**src/design/piecewise_linear_interpolator_core_assert.svh**
```systemverilog
// Assertion macros for the piecewise linear interpolator.
// Included by the core top level, which checks its own sequencing; no other dependencies.
`ifndef PIECEWISE_LINEAR_INTERPOLATOR_CORE_ASSERT_SVH
`define PIECEWISE_LINEAR_INTERPOLATOR_CORE_ASSERT_SVH

`ifndef ASSERT_OFF
// same-cycle implication
`define PLI_ASSERT_IMP(label, clk, rst, ante, cons) \
   label: assert property (@(posedge clk) disable iff (rst) (ante) |-> (cons)) \
      else $error("pli: same-cycle check failed");
// next-cycle implication
`define PLI_ASSERT_NXT(label, clk, rst, ante, cons) \
   label: assert property (@(posedge clk) disable iff (rst) (ante) |=> (cons)) \
      else $error("pli: next-cycle check failed");
`else
`define PLI_ASSERT_IMP(label, clk, rst, ante, cons)
`define PLI_ASSERT_NXT(label, clk, rst, ante, cons)
`endif

`endif

```
**src/design/pli_pkg.sv**
```systemverilog
// Shared types and codes for the piecewise linear interpolator.
// No dependencies; used by the divider, the top level and the bench.
package pli_pkg;

   // request kind carried in req_tuser
   localparam logic OP_LOAD  = 1'b0;
   localparam logic OP_QUERY = 1'b1;

   // divider status back to the sequencer
   typedef struct packed {
      logic busy;
      logic done;
   } pli_div_status_type;

endpackage

```
**src/design/pli_divider.sv**
```systemverilog
// Bit-serial restoring divider, one quotient bit per cycle.
// Depends on pli_pkg for the status struct.
module pli_divider #(
   parameter int DIVIDEND_BITS = 49,
   parameter int DIVISOR_BITS  = 16
) (
   input  logic                          clock,
   input  logic                          reset,
   input  logic                          start,
   input  logic [DIVIDEND_BITS-1:0]      dividend,
   input  logic [DIVISOR_BITS-1:0]       divisor,
   output pli_pkg::pli_div_status_type   status,
   output logic [DIVIDEND_BITS-1:0]      quotient
);
   import pli_pkg::*;

   localparam int CNT_W = $clog2(DIVIDEND_BITS + 1);

   logic                     busy_ff, busy_in;
   logic                     done_ff, done_in;
   logic [CNT_W-1:0]         cnt_ff, cnt_in;
   logic [DIVISOR_BITS-1:0]  rem_ff, rem_in;
   logic [DIVISOR_BITS-1:0]  dsr_ff, dsr_in;
   logic [DIVIDEND_BITS-1:0] quo_ff, quo_in;

   logic [DIVISOR_BITS:0]    shifted;
   logic [DIVISOR_BITS:0]    trial;
   logic                     fits;

   // one restoring step: bring in the next dividend bit, try to subtract
   assign shifted = {rem_ff, quo_ff[DIVIDEND_BITS-1]};
   assign trial   = shifted - {1'b0, dsr_ff};
   assign fits    = ~trial[DIVISOR_BITS];

   always_comb begin
      busy_in = busy_ff;
      done_in = 1'b0;
      cnt_in  = cnt_ff;
      rem_in  = rem_ff;
      dsr_in  = dsr_ff;
      quo_in  = quo_ff;
      if (start) begin
         busy_in = 1'b1;
         cnt_in  = CNT_W'(DIVIDEND_BITS);
         rem_in  = '0;
         dsr_in  = divisor;
         quo_in  = dividend;
      end else if (busy_ff) begin
         rem_in = fits ? trial[DIVISOR_BITS-1:0] : shifted[DIVISOR_BITS-1:0];
         quo_in = {quo_ff[DIVIDEND_BITS-2:0], fits};
         cnt_in = cnt_ff - CNT_W'(1);
         if (cnt_ff == CNT_W'(1)) begin
            busy_in = 1'b0;
            done_in = 1'b1;
         end
      end
   end

   always_ff @(posedge clock) begin
      if (reset) begin
         busy_ff <= 1'b0;
         done_ff <= 1'b0;
         cnt_ff  <= '0;
      end else begin
         busy_ff <= busy_in;
         done_ff <= done_in;
         cnt_ff  <= cnt_in;
      end
      rem_ff <= rem_in;
      dsr_ff <= dsr_in;
      quo_ff <= quo_in;
   end

   assign status.busy = busy_ff;
   assign status.done = done_ff;
   assign quotient    = quo_ff;

endmodule

```
**src/design/piecewise_linear_interpolator_core.sv**
```systemverilog
// Piecewise linear interpolator: breakpoint table, binary search, shared multiplier
// and serial divider. Depends on pli_pkg, pli_divider and the assertion header.
//
//  channel | direction | handshake              | payload
//  --------+-----------+------------------------+-----------------------------------
//  req     | in        | req_tvalid/req_tready  | tdata: index, position, value, query
//          |           |                        | tuser: op
//  rsp     | out       | rsp_tvalid/rsp_tready  | tdata: interpolated_value
//          |           |                        | tuser: in_range
//  csr     | in        | csr_valid/csr_ready    | csr_data: nodes_in_use
//
// A load is written into the table when it is accepted. A query steps through S_FIRST,
// S_LAST, a binary search of at most ceil(log2(n-1)) steps over a one-read table port,
// S_WEIGHTS, S_MUL_LO, S_MUL_HI, S_SUM, S_DIVIDE and S_FINISH; the serial divider
// dominates. Queries outside the table end after S_FIRST or S_LAST, a zero-width segment
// after S_MUL_LO. req_tready is high only while the sequencer is idle; a finished result
// waits in the output register, and a new query stalls at its end until that register is
// taken. Reset is synchronous; the table holds no reset value.
`include "piecewise_linear_interpolator_core_assert.svh"

module piecewise_linear_interpolator_core #(
   parameter int MAX_NODES     = 16,
   parameter int POSITION_BITS = 16,
   parameter int VALUE_BITS    = 32
) (
   input  logic                 clock,
   input  logic                 reset,
   // node_index, node_position, node_value, query_position (lowest bit up), zero padded
   input  logic [((($clog2(MAX_NODES) + 3 * POSITION_BITS + VALUE_BITS) + 7) / 8) * 8 - 1:0]
                                req_tdata,
   // op
   input  logic                 req_tuser,
   input  logic                 req_tvalid,
   output logic                 req_tready,
   // interpolated_value, zero padded
   output logic [((VALUE_BITS + 7) / 8) * 8 - 1:0] rsp_tdata,
   // in_range
   output logic                 rsp_tuser,
   output logic                 rsp_tvalid,
   input  logic                 rsp_tready,
   input  logic                 csr_valid,
   output logic                 csr_ready,
   input  logic [4:0]           csr_data
);
   import pli_pkg::*;

   localparam int IDX_W   = $clog2(MAX_NODES);
   localparam int CNT_W   = (IDX_W + 1 > 5) ? IDX_W + 1 : 5;
   localparam int PROD_W  = VALUE_BITS + POSITION_BITS;
   localparam int SUM_W   = PROD_W + 1;
   localparam int RSP_W   = ((VALUE_BITS + 7) / 8) * 8;
   localparam int POS_LSB = IDX_W;
   localparam int VAL_LSB = IDX_W + POSITION_BITS;
   localparam int QRY_LSB = IDX_W + POSITION_BITS + VALUE_BITS;

   typedef enum logic [3:0] {
      S_IDLE, S_FIRST, S_LAST, S_SEARCH, S_WEIGHTS,
      S_MUL_LO, S_MUL_HI, S_SUM, S_DIVIDE, S_FINISH
   } state_type;

   // request fields
   logic [IDX_W-1:0]         req_index;
   logic [POSITION_BITS-1:0] req_position;
   logic [VALUE_BITS-1:0]    req_value;
   logic [POSITION_BITS-1:0] req_query;
   logic                     req_accept;

   assign req_index    = req_tdata[IDX_W-1:0];
   assign req_position = req_tdata[POS_LSB +: POSITION_BITS];
   assign req_value    = req_tdata[VAL_LSB +: VALUE_BITS];
   assign req_query    = req_tdata[QRY_LSB +: POSITION_BITS];
   assign req_accept   = req_tvalid & req_tready;

   // configuration register
   logic [4:0] nodes_ff;

   always_ff @(posedge clock) begin
      if (reset) begin
         nodes_ff <= 5'd2;
      end else if (csr_valid & csr_ready) begin
         nodes_ff <= csr_data;
      end
   end

   assign csr_ready = 1'b1;

   // clamp node count and take the index of the last breakpoint in use
   logic [CNT_W-1:0] n_wide;
   logic [CNT_W-1:0] n_eff;
   logic [IDX_W-1:0] n_last;

   always_comb begin
      n_wide = CNT_W'(nodes_ff);
      n_eff  = n_wide;
      if (n_wide < CNT_W'(2)) begin
         n_eff = CNT_W'(2);
      end else if (n_wide > CNT_W'(MAX_NODES)) begin
         n_eff = CNT_W'(MAX_NODES);
      end
      n_last = IDX_W'(n_eff - CNT_W'(1));
   end

   // breakpoint table: one write port, one registered read port
   logic [POSITION_BITS-1:0] pos_mem_ff [MAX_NODES];
   logic [VALUE_BITS-1:0]    val_mem_ff [MAX_NODES];
   logic [POSITION_BITS-1:0] pos_rd_ff;
   logic [VALUE_BITS-1:0]    val_rd_ff;
   logic [IDX_W-1:0]         rd_addr;
   logic                     mem_we;

   assign mem_we = req_accept & (req_tuser == OP_LOAD)
                   & ({1'b0, req_index} < (IDX_W + 1)'(MAX_NODES));

   always_ff @(posedge clock) begin
      if (mem_we) begin
         pos_mem_ff[req_index] <= req_position;
         val_mem_ff[req_index] <= req_value;
      end
      pos_rd_ff <= pos_mem_ff[rd_addr];
      val_rd_ff <= val_mem_ff[rd_addr];
   end

   // sequencer registers
   state_type                state_ff, state_in;
   logic [POSITION_BITS-1:0] q_ff, q_in;
   logic [POSITION_BITS-1:0] plo_ff, plo_in;
   logic [POSITION_BITS-1:0] phi_ff, phi_in;
   logic [IDX_W-1:0]         lo_ff, lo_in;
   logic [IDX_W-1:0]         hi_ff, hi_in;
   logic [IDX_W-1:0]         mid_ff, mid_in;
   logic [POSITION_BITS-1:0] wlo_ff, wlo_in;
   logic [POSITION_BITS-1:0] whi_ff, whi_in;
   logic [POSITION_BITS-1:0] width_ff, width_in;
   logic [PROD_W-1:0]        prod_ff, prod_in;
   logic [PROD_W-1:0]        acc_ff, acc_in;
   logic [VALUE_BITS-1:0]    res_val_ff, res_val_in;
   logic                     res_ok_ff, res_ok_in;
   logic                     rsp_valid_ff, rsp_valid_in;
   logic [VALUE_BITS-1:0]    rsp_val_ff, rsp_val_in;
   logic                     rsp_ok_ff, rsp_ok_in;

   // shared multiplier and comparators
   logic [POSITION_BITS-1:0] mul_b;
   logic [PROD_W-1:0]        mul_out;
   logic                     pos_lt_q;
   logic                     q_lt_pos;
   logic [IDX_W:0]           span_sum;
   logic [IDX_W-1:0]         lo_n, hi_n;

   assign mul_b    = (state_ff == S_MUL_LO) ? wlo_ff : whi_ff;
   assign mul_out  = PROD_W'(val_rd_ff) * PROD_W'(mul_b);
   assign pos_lt_q = pos_rd_ff < q_ff;
   assign q_lt_pos = q_ff < pos_rd_ff;

   // divider
   logic               div_start;
   logic [SUM_W-1:0]   div_dividend;
   logic [SUM_W-1:0]   div_quotient;
   pli_div_status_type div_status;

   assign div_start    = (state_ff == S_SUM);
   assign div_dividend = {1'b0, acc_ff} + {1'b0, prod_ff};

   pli_divider #(
      .DIVIDEND_BITS (SUM_W),
      .DIVISOR_BITS  (POSITION_BITS)
   ) u_divider (
      .clock    (clock),
      .reset    (reset),
      .start    (div_start),
      .dividend (div_dividend),
      .divisor  (width_ff),
      .status   (div_status),
      .quotient (div_quotient)
   );

   // next-state logic
   always_comb begin
      state_in     = state_ff;
      q_in         = q_ff;
      plo_in       = plo_ff;
      phi_in       = phi_ff;
      lo_in        = lo_ff;
      hi_in        = hi_ff;
      mid_in       = mid_ff;
      wlo_in       = wlo_ff;
      whi_in       = whi_ff;
      width_in     = width_ff;
      prod_in      = prod_ff;
      acc_in       = acc_ff;
      res_val_in   = res_val_ff;
      res_ok_in    = res_ok_ff;
      rsp_valid_in = rsp_valid_ff & ~rsp_tready;
      rsp_val_in   = rsp_val_ff;
      rsp_ok_in    = rsp_ok_ff;
      rd_addr      = lo_ff;
      lo_n         = lo_ff;
      hi_n         = hi_ff;
      span_sum     = '0;

      case (state_ff)
         S_IDLE: begin
            rd_addr = '0;
            if (req_accept && (req_tuser == OP_QUERY)) begin
               q_in     = req_query;
               state_in = S_FIRST;
            end
         end
         // first breakpoint arrives; fetch the last one in use
         S_FIRST: begin
            rd_addr = n_last;
            plo_in  = pos_rd_ff;
            lo_in   = '0;
            if (q_lt_pos) begin
               res_val_in = '0;
               res_ok_in  = 1'b0;
               state_in   = S_FINISH;
            end else begin
               state_in = S_LAST;
            end
         end
         S_LAST: begin
            phi_in   = pos_rd_ff;
            hi_in    = n_last;
            mid_in   = n_last >> 1;
            rd_addr  = n_last >> 1;
            if (!q_lt_pos) begin
               res_val_in = '0;
               res_ok_in  = 1'b0;
               state_in   = S_FINISH;
            end else if (n_last > IDX_W'(1)) begin
               state_in = S_SEARCH;
            end else begin
               state_in = S_WEIGHTS;
            end
         end
         // one halving step per cycle
         S_SEARCH: begin
            if (pos_lt_q) begin
               lo_n   = mid_ff;
               plo_in = pos_rd_ff;
            end else begin
               hi_n   = mid_ff;
               phi_in = pos_rd_ff;
            end
            lo_in    = lo_n;
            hi_in    = hi_n;
            span_sum = {1'b0, lo_n} + {1'b0, hi_n};
            mid_in   = span_sum[IDX_W:1];
            rd_addr  = span_sum[IDX_W:1];
            if ((hi_n - lo_n) <= IDX_W'(1)) begin
               rd_addr  = lo_n;
               state_in = S_WEIGHTS;
            end
         end
         S_WEIGHTS: begin
            rd_addr  = lo_ff;
            wlo_in   = phi_ff - q_ff;
            whi_in   = q_ff - plo_ff;
            width_in = phi_ff - plo_ff;
            state_in = S_MUL_LO;
         end
         S_MUL_LO: begin
            rd_addr = hi_ff;
            prod_in = mul_out;
            if (width_ff == '0) begin
               res_val_in = '0;
               res_ok_in  = 1'b0;
               state_in   = S_FINISH;
            end else begin
               state_in = S_MUL_HI;
            end
         end
         S_MUL_HI: begin
            prod_in  = mul_out;
            acc_in   = prod_ff;
            state_in = S_SUM;
         end
         S_SUM: begin
            state_in = S_DIVIDE;
         end
         S_DIVIDE: begin
            if (div_status.done) begin
               res_val_in = div_quotient[VALUE_BITS-1:0];
               res_ok_in  = 1'b1;
               state_in   = S_FINISH;
            end
         end
         // hand over to the output register once it is free
         S_FINISH: begin
            if (!rsp_valid_ff || rsp_tready) begin
               rsp_valid_in = 1'b1;
               rsp_val_in   = res_val_ff;
               rsp_ok_in    = res_ok_ff;
               state_in     = S_IDLE;
            end
         end
         default: begin
            state_in = S_IDLE;
         end
      endcase
   end

   always_ff @(posedge clock) begin
      if (reset) begin
         state_ff     <= S_IDLE;
         rsp_valid_ff <= 1'b0;
      end else begin
         state_ff     <= state_in;
         rsp_valid_ff <= rsp_valid_in;
      end
      q_ff       <= q_in;
      plo_ff     <= plo_in;
      phi_ff     <= phi_in;
      lo_ff      <= lo_in;
      hi_ff      <= hi_in;
      mid_ff     <= mid_in;
      wlo_ff     <= wlo_in;
      whi_ff     <= whi_in;
      width_ff   <= width_in;
      prod_ff    <= prod_in;
      acc_ff     <= acc_in;
      res_val_ff <= res_val_in;
      res_ok_ff  <= res_ok_in;
      rsp_val_ff <= rsp_val_in;
      rsp_ok_ff  <= rsp_ok_in;
   end

   // ports
   assign req_tready = (state_ff == S_IDLE);
   assign rsp_tvalid = rsp_valid_ff;
   assign rsp_tdata  = RSP_W'(rsp_val_ff);
   assign rsp_tuser  = rsp_ok_ff;

   // checks on the sequencer
   `PLI_ASSERT_IMP(a_done_in_divide, clock, reset, div_status.done, state_ff == S_DIVIDE)
   `PLI_ASSERT_IMP(a_search_span, clock, reset, state_ff == S_SEARCH,
                   (hi_ff - lo_ff) > IDX_W'(1))
   `PLI_ASSERT_IMP(a_divisor_nonzero, clock, reset, div_start, width_ff != '0)
   `PLI_ASSERT_IMP(a_out_of_range_zero, clock, reset, rsp_valid_ff && !rsp_ok_ff,
                   rsp_val_ff == '0)
   `PLI_ASSERT_NXT(a_divider_idle_start, clock, reset, state_ff == S_SUM, div_status.busy)

endmodule

```
**config.mk**
```make
export PLATFORM = sky130hd
export DESIGN_NAME = piecewise_linear_interpolator_core
export DESIGN_NICKNAME = d
export VERILOG_FILES = /design/src/design/pli_pkg.sv /design/src/design/pli_divider.sv /design/src/design/piecewise_linear_interpolator_core.sv
export VERILOG_INCLUDE_DIRS = /design/src /design/src/design
export SDC_FILE = /design/constraint.sdc
export NUM_CORES = 2
export LEC_CHECK = 0
export BUFFER_PORTS_ARGS = -buffer_cell sky130_fd_sc_hd__buf_2
export CORE_MARGIN = 2
export CORE_UTILIZATION = 31
export CTS_BUF_LIST = sky130_fd_sc_hd__clkbuf_16
export CTS_CLUSTER_SIZE = 16
export DETAILED_ROUTE_END_ITERATION = 10
export GPL_ROUTABILITY_DRIVEN = 0
export PLACE_DENSITY = 0.52
export SLEW_MARGIN = 40
export SYNTH_ARGS = -nofsm -noshare
export SYNTH_HDL_FRONTEND = slang
export SYNTH_SLANG_ARGS = --single-unit
```
**constraint.sdc**
```tcl
create_clock -name clock -period 8.85 [get_ports clock]
set_clock_uncertainty 0.2 [all_clocks]
set_input_delay 0.885 -clock clock [delete_from_list [all_inputs] [get_ports clock]]
set_output_delay 0.885 -clock clock [all_outputs]
set_load 0.05 [all_outputs]
```
# Word-level counts from Yosys, hierarchy flattened
# Memory sizes are Yosys's and may differ from the RTL's. A register that Yosys moved wholly into a read port is not among the register bits.
# Cells that the tools add are included.
word_totals:
  ff_bits: 369
  ramBits: 768
  in_bits: 99
  out_inout_bits: 36
  elab_cells: 135
  n_memories: 2
classes:
  add_sub_neg: 9
  multipliers: 1
  n_lt_le_gt_ge: 6
  eq_ne: 19
  muxes: 48
  bitwise_logic: 7
  reduce_logical: 18
memory_table:
  columns: ["memory", "words", "word_bits", "rd", "rd_ports_with_merged_regs", "write_ports", "line", "rtl"]
  rows:
  - ["val_mem_ff", 16, 32, 1, 1, 1, "piecewise_linear_interpolator_core.sv:105", "logic [VALUE_BITS-1:0] val_mem_ff [MAX_NODES];"]
  - ["pos_mem_ff", 16, 16, 1, 1, 1, "piecewise_linear_interpolator_core.sv:104", "logic [POSITION_BITS-1:0] pos_mem_ff [MAX_NODES];"]
ops:
  columns: ["cell", "count"]
  rows:
  - ["32-bit two-way mux", 4]
  - ["32-bit case mux with 4 select lines", 1]
  - ["49-bit two-way mux", 2]
  - ["16-bit two-way mux", 4]
  - ["16-bit case mux with 2 select lines", 2]
  - ["4-bit two-way mux", 14]
  - ["48-bit by 48-bit adder with 49-bit output", 1]
  - ["32-bit by 16-bit multiplier with 48-bit output", 1]
  - ["16-bit subtractor", 3]
  - ["4-bit case mux with 10 select lines", 1]
  - ["16-bit < comparator", 2]
  - ["4-bit case mux with 2 select lines", 3]
  - ["4-bit case mux with 5 select lines", 1]
  - ["17-bit by 16-bit subtractor with 17-bit output", 1]
  - ["4-bit by 3-bit == test with 1-bit output, second input constant", 4]
  - ["16-bit logical NOT", 1]
  - ["1-bit two-way mux", 12]
  - ["6-bit two-way mux", 2]
  - ["2-bit != test, second input constant", 6]
  - ["4-bit by 2-bit == test with 1-bit output, second input constant", 2]
  - ["4-bit == test, second input constant", 2]
  - ["2-bit AND reduction", 4]
  - ["6-bit by 1-bit == test with 1-bit output, second input constant", 1]
  - ["2-bit by 1-bit != test with 1-bit output, second input constant", 3]
  - ["23 further kinds", 31]

# Logic depth before layout (Yosys ltp)
logic_depth:
  depth_word: 8
  ltp_mapped: 31
  ltp_nobuf: 27

# Hierarchy
# From an unflattened synthesis, not the netlist that was laid out.
hier_totals:
  hier_cells: 5072
  area_unflattened_um2: 67036.8
by_module_without_submodules:
  columns: ["module", "n_inst", "cells_per_inst", "area_per_inst_um2", "seq_area_each_um2"]
  rows:
  - ["piecewise_linear_interpolator_core", 1, 4704, 62566.3, 32331.0]
  - ["pli_divider", 1, 368, 4470.5, 2432.3]

# Least setup slack after synthesis
# Ideal clock, no wire load.
synth_timing:
  path_kind: "reg2reg"
  from: "register state_ff[2]"
  to: "register prod_ff[42] (data pin)"
  setup_time_ps: 258
  t_arrival_ps: 7539
  t_required_ps: 8392
  path_slack_ps: 853
  stages_incl_launch_ff: 29
  n_path_buf: 4
  synth_period_minus_slack_ps: 7997
  path_cell_list: "dfxtp_1 > clkbuf_1 > and3_1 > clkbuf_1 > buf_1 > mux2_2 > clkbuf_1 > and2_1 > fa_1 > inv_1 > fa_1 > fa_1 > inv_1 > fa_1 > fa_1 > inv_1 > fa_1 > inv_1 > ha_1 > or2_2 > a31oi_1 > a31oi_1 > a221o_1 > a21o_1 > a221oi_2 > o21ai_1 > a311oi_1 > o21ai_1 > xnor2_1"
synth_via:
  elab_chain_len: 3
synth_rtl:
  columns: ["item", "line", "rtl"]
  rows:
  - ["start, declared", "piecewise_linear_interpolator_core.sv:124", "state_type state_ff, state_in;"]
  - ["start signal, assigned", "piecewise_linear_interpolator_core.sv:309", "state_ff <= state_in;"]
  - ["4-bit by 3-bit == test with 1-bit output", "piecewise_linear_interpolator_core.sv:150", "assign mul_b = (state_ff == S_MUL_LO) ? wlo_ff : whi_ff;"]
  - ["16-bit two-way mux", "piecewise_linear_interpolator_core.sv:150", null]
  - ["32-bit by 16-bit multiplier with 48-bit output", "piecewise_linear_interpolator_core.sv:151", "assign mul_out = PROD_W'(val_rd_ff) * PROD_W'(mul_b);"]
  - ["net mul_out[42]", "piecewise_linear_interpolator_core.sv:144", "logic [PROD_W-1:0] mul_out;"]
  - ["end signal, assigned", "piecewise_linear_interpolator_core.sv:321", "prod_ff <= prod_in;"]
  - ["end, declared", "piecewise_linear_interpolator_core.sv:134", "logic [PROD_W-1:0] prod_ff, prod_in;"]
# The timed path passes the listed nets, and every way through them passes these cells.
# A chain may end at the register's enable or synchronous reset.

# Worst setup path after layout
layout_timing:
  from: "register state_ff[0]"
  to: "register prod_ff[47] (data pin)"
# Same word-level chain as after synthesis.

==> impl_metrics.ini <==
[synthesis]
post-synth-top-count-cell = edfxtp_1
netlist_instances = 5389
synth_sequential_area_ratio_pct = 53.2
synth_commonest_cells = edfxtp_1, nand2_1, inv_1
yosysUniqueCellTypes = 78
synth-async-reset-ratio_pct = 0
ys_warn_count = 0
synth-edff-count = 1103
ys_seq_elements = 1185
post_synth_main_area_contributors = edfxtp_1, fa_1, ha_1
post-synth-top-area-cell = edfxtp_1
post_syn_area_per_cell_sq_um = 12.1
number_of_nets_in_the_synthesized_netlist = 6170
synthesis.area_sq_um = 65400
ys.flop_type = edfxtp_1
synth_top_cell_area_share_pct = 50.7

[route]
firstDrtPassIters = 5
via_per_inst = 4.86
route.detailed.wl_per_inst_um = 19.5
starting_drc_count_in_detailed_routing = 3014
final_routed_drc_violation_total = 0
wl_mm = 164
antenna_left = 0
num_vias = 40800

[floorplanning]
rows = 168
chipWidth_um = 463
core_region_area_sq_um = 210000
die_height_um = 463
boundaryPins = 135
floorplan.initialDensity_pct = 31.2
overall_die_area_sq_um = 215000

[setup_path]
rr_worst_depth = 25
worst_ep_arrival_time_ns = 8.66
worstSetupEndpointType = flop
worst_path_class_setup = flop to flop
timing.critical_path.required_ns = 9.15
critical_path.max_fanout = 26
timing.critical_path.from_type = flop

[sta]
transition_time_at_the_pin_with_the_least_slew_margin_ns = 0.897
timing.final.setup_violations = 0
final.min_clock_period_ns = 8.36
slew_viol_final = 0
hold_viol_final = 0
layout_worst_path_cycle_share_pct = 94.5
max_slew_margin_pct = 40.1
max_freq_mhz = 120
setup_tns_ns = 0
grt_setup_unrepaired = no

[global_route]
track_usage_pct = 15.2
grt_first_pass_wirelength_mm = 254
grt_start_max_net_pins = 82
via_count_of_the_first_global_routing_pass = 42200
initial_antenna_violation_count = 25
globalRouteOverflowTotal = 0

[clock_tree]
insertion_delay_ns = 0.78
clock_tree.htree_level_count = 4
tritoncts = done
post-cts-setup-buffers = 0
clock_tree.root_cell = clkbuf_16
cts_hold_buffers = 0
post_cts_resize_count = 0
ctsLongestPathBuffers = 3
tritoncts_num_sinks = 1185
worst_setup_hold_path_clk_slew_ns = 0.06
tritoncts.num_buffers = 131

[final_layout]
num-nets-final = 6265
final_cell_count_no_fill = 8402
layout-area-overhead-vs-synth_pct = 13.1
final_layout_size_suffix_gt1_share_pct = 8.71

[hold_path]
min_path_type = input pin to flop
timing.hold.worst_path_depth = 1

[place]
hpwl_after_dpl_mm = 106
placedCellCount = 8156
io_buf_count = 113

[run]
maxCapViolCount = 0

[status]
run_status = finished clean
## metal layers
metal	up-vias	global-route usage, %	wire, um
met5	-	0	163
met4	26	4.36	4100
met3	264	3.20	9640
met2	986	24.4	74600
met1	20500	20.8	75400
li1	19000	-	-
## flip-flops by register name, summed over array words and instances (netlist names), 5 cells and up
name,flops
val_mem_ff,512
pos_mem_ff,256
u_divider.quotient,49
acc_ff,48
prod_ff,48
res_val_ff,32
rsp_tdata,32
val_rd_ff,32
phi_ff,16
plo_ff,16
pos_rd_ff,16
q_ff,16
u_divider.dsr_ff,16
u_divider.rem_ff,16
whi_ff,16
width_ff,16
wlo_ff,16
u_divider.cnt_ff,6
n_wide,5
## path summary, 6_finish.rpt
kind / start / to / slack [ns]
max: state_ff[0]$_SDFFE_PP0P_ / prod_ff[47]$_DFFE_PP_ / 0.49
min: req_tdata[53] / q_ff[1]$_DFFE_PP_ / 0.09
max reg2reg: state_ff[0]$_SDFFE_PP0P_ / prod_ff[47]$_DFFE_PP_ / 0.49
min reg2reg: res_val_ff[9]$_SDFFCE_PN0P_ / rsp_tdata[9]$_DFFE_PP_ / 0.22
## cell usage in the layout (no fill, tap or decap), types with 32 or more instances in the layout
cell type / instances
a21o_1: 67
a21oi_1: 332
a221o_1: 97
a31oi_1: 63
a32oi_1: 96
and2_1: 249
buf_2: 113
buf_4: 86
clkbuf_16: 132
clkinv_1: 32
dfxtp_1: 79
edfxtp_1: 1103
fa_1: 425
ha_1: 257
inv_1: 595
mux2i_1: 125
nand2_1: 827
nand3_1: 35
nor2_1: 125
nor3_1: 34
o21ai_0: 144
o22ai_1: 49
xnor2_1: 86
xor2_1: 48
## cell type report
type,count,area (sq um)
timing repair buffer,231,1740
antenna,8,20.0
multi-input combinational,3364,27500
sequential,1185,34800
tap,2805,3510
clock buffer,132,3300
fill,20600,136000
clock inverter,106,915
inverter,571,2150
## metrics by stage
| stage | hold WS [ns] | utilization (%) | cell area [sq um] | setup slack (ns) |
|---|---|---|---|---|
| floorplan | 0.200 | - | 65400 | 0.853 |
| global placement | 0.204 | 33.2 | 69500 | 0.494 |
| detailed placement | 0.205 | 33.2 | 69700 | 0.444 |
| CTS | 0.0337 | 35.3 | 73900 | 0.402 |
| global route | 0.0529 | 35.3 | 73900 | 0.0245 |
| finish | 0.0906 | 35.3 | 73900 | 0.487 |
## worst max-delay path: stages, from the launching register on
cell	delay, ns
dfxtp_1	0.33
nor2b_1	0.25
and3_1	0.20
buf_4	0.30
mux2_2	0.63
nand2_1	0.19
fa_1	0.57
fa_1	0.55
fa_1	0.53
inv_1	0.06
fa_1	0.50
fa_1	0.51
inv_1	0.06
fa_1	0.51
inv_1	0.06
ha_1	0.33
and3_1	0.26
nand3_1	0.09
o211ai_1	0.41
o2111ai_1	0.24
a31oi_1	0.40
a31oi_1	0.19
a21o_1	0.22
o21ai_0	0.20
a21oi_1	0.11
xnor2_1	0.13
## logic make-up (layout without fill, tap and decap cells)
kind of cell             Yosys count  count (layout)  synth area share, %
multiplexers                     143             143                 2.22
XOR/XNOR                         135             135                 1.81
AO/OA/AOI/OAI                    983             983                 9.96
flip-flops                      1185            1185                 53.2
other                              1               9              0.00574
adder cells (fa/ha/maj)          682             682                 17.9
AND/OR/NAND/NOR                 1420            1420                 9.81
buffers and inverters            840            1040                 5.10
Power is left out: the tool's default activity adds up to more than one toggle a clock period on the data nets, which glitch-free logic cannot reach.
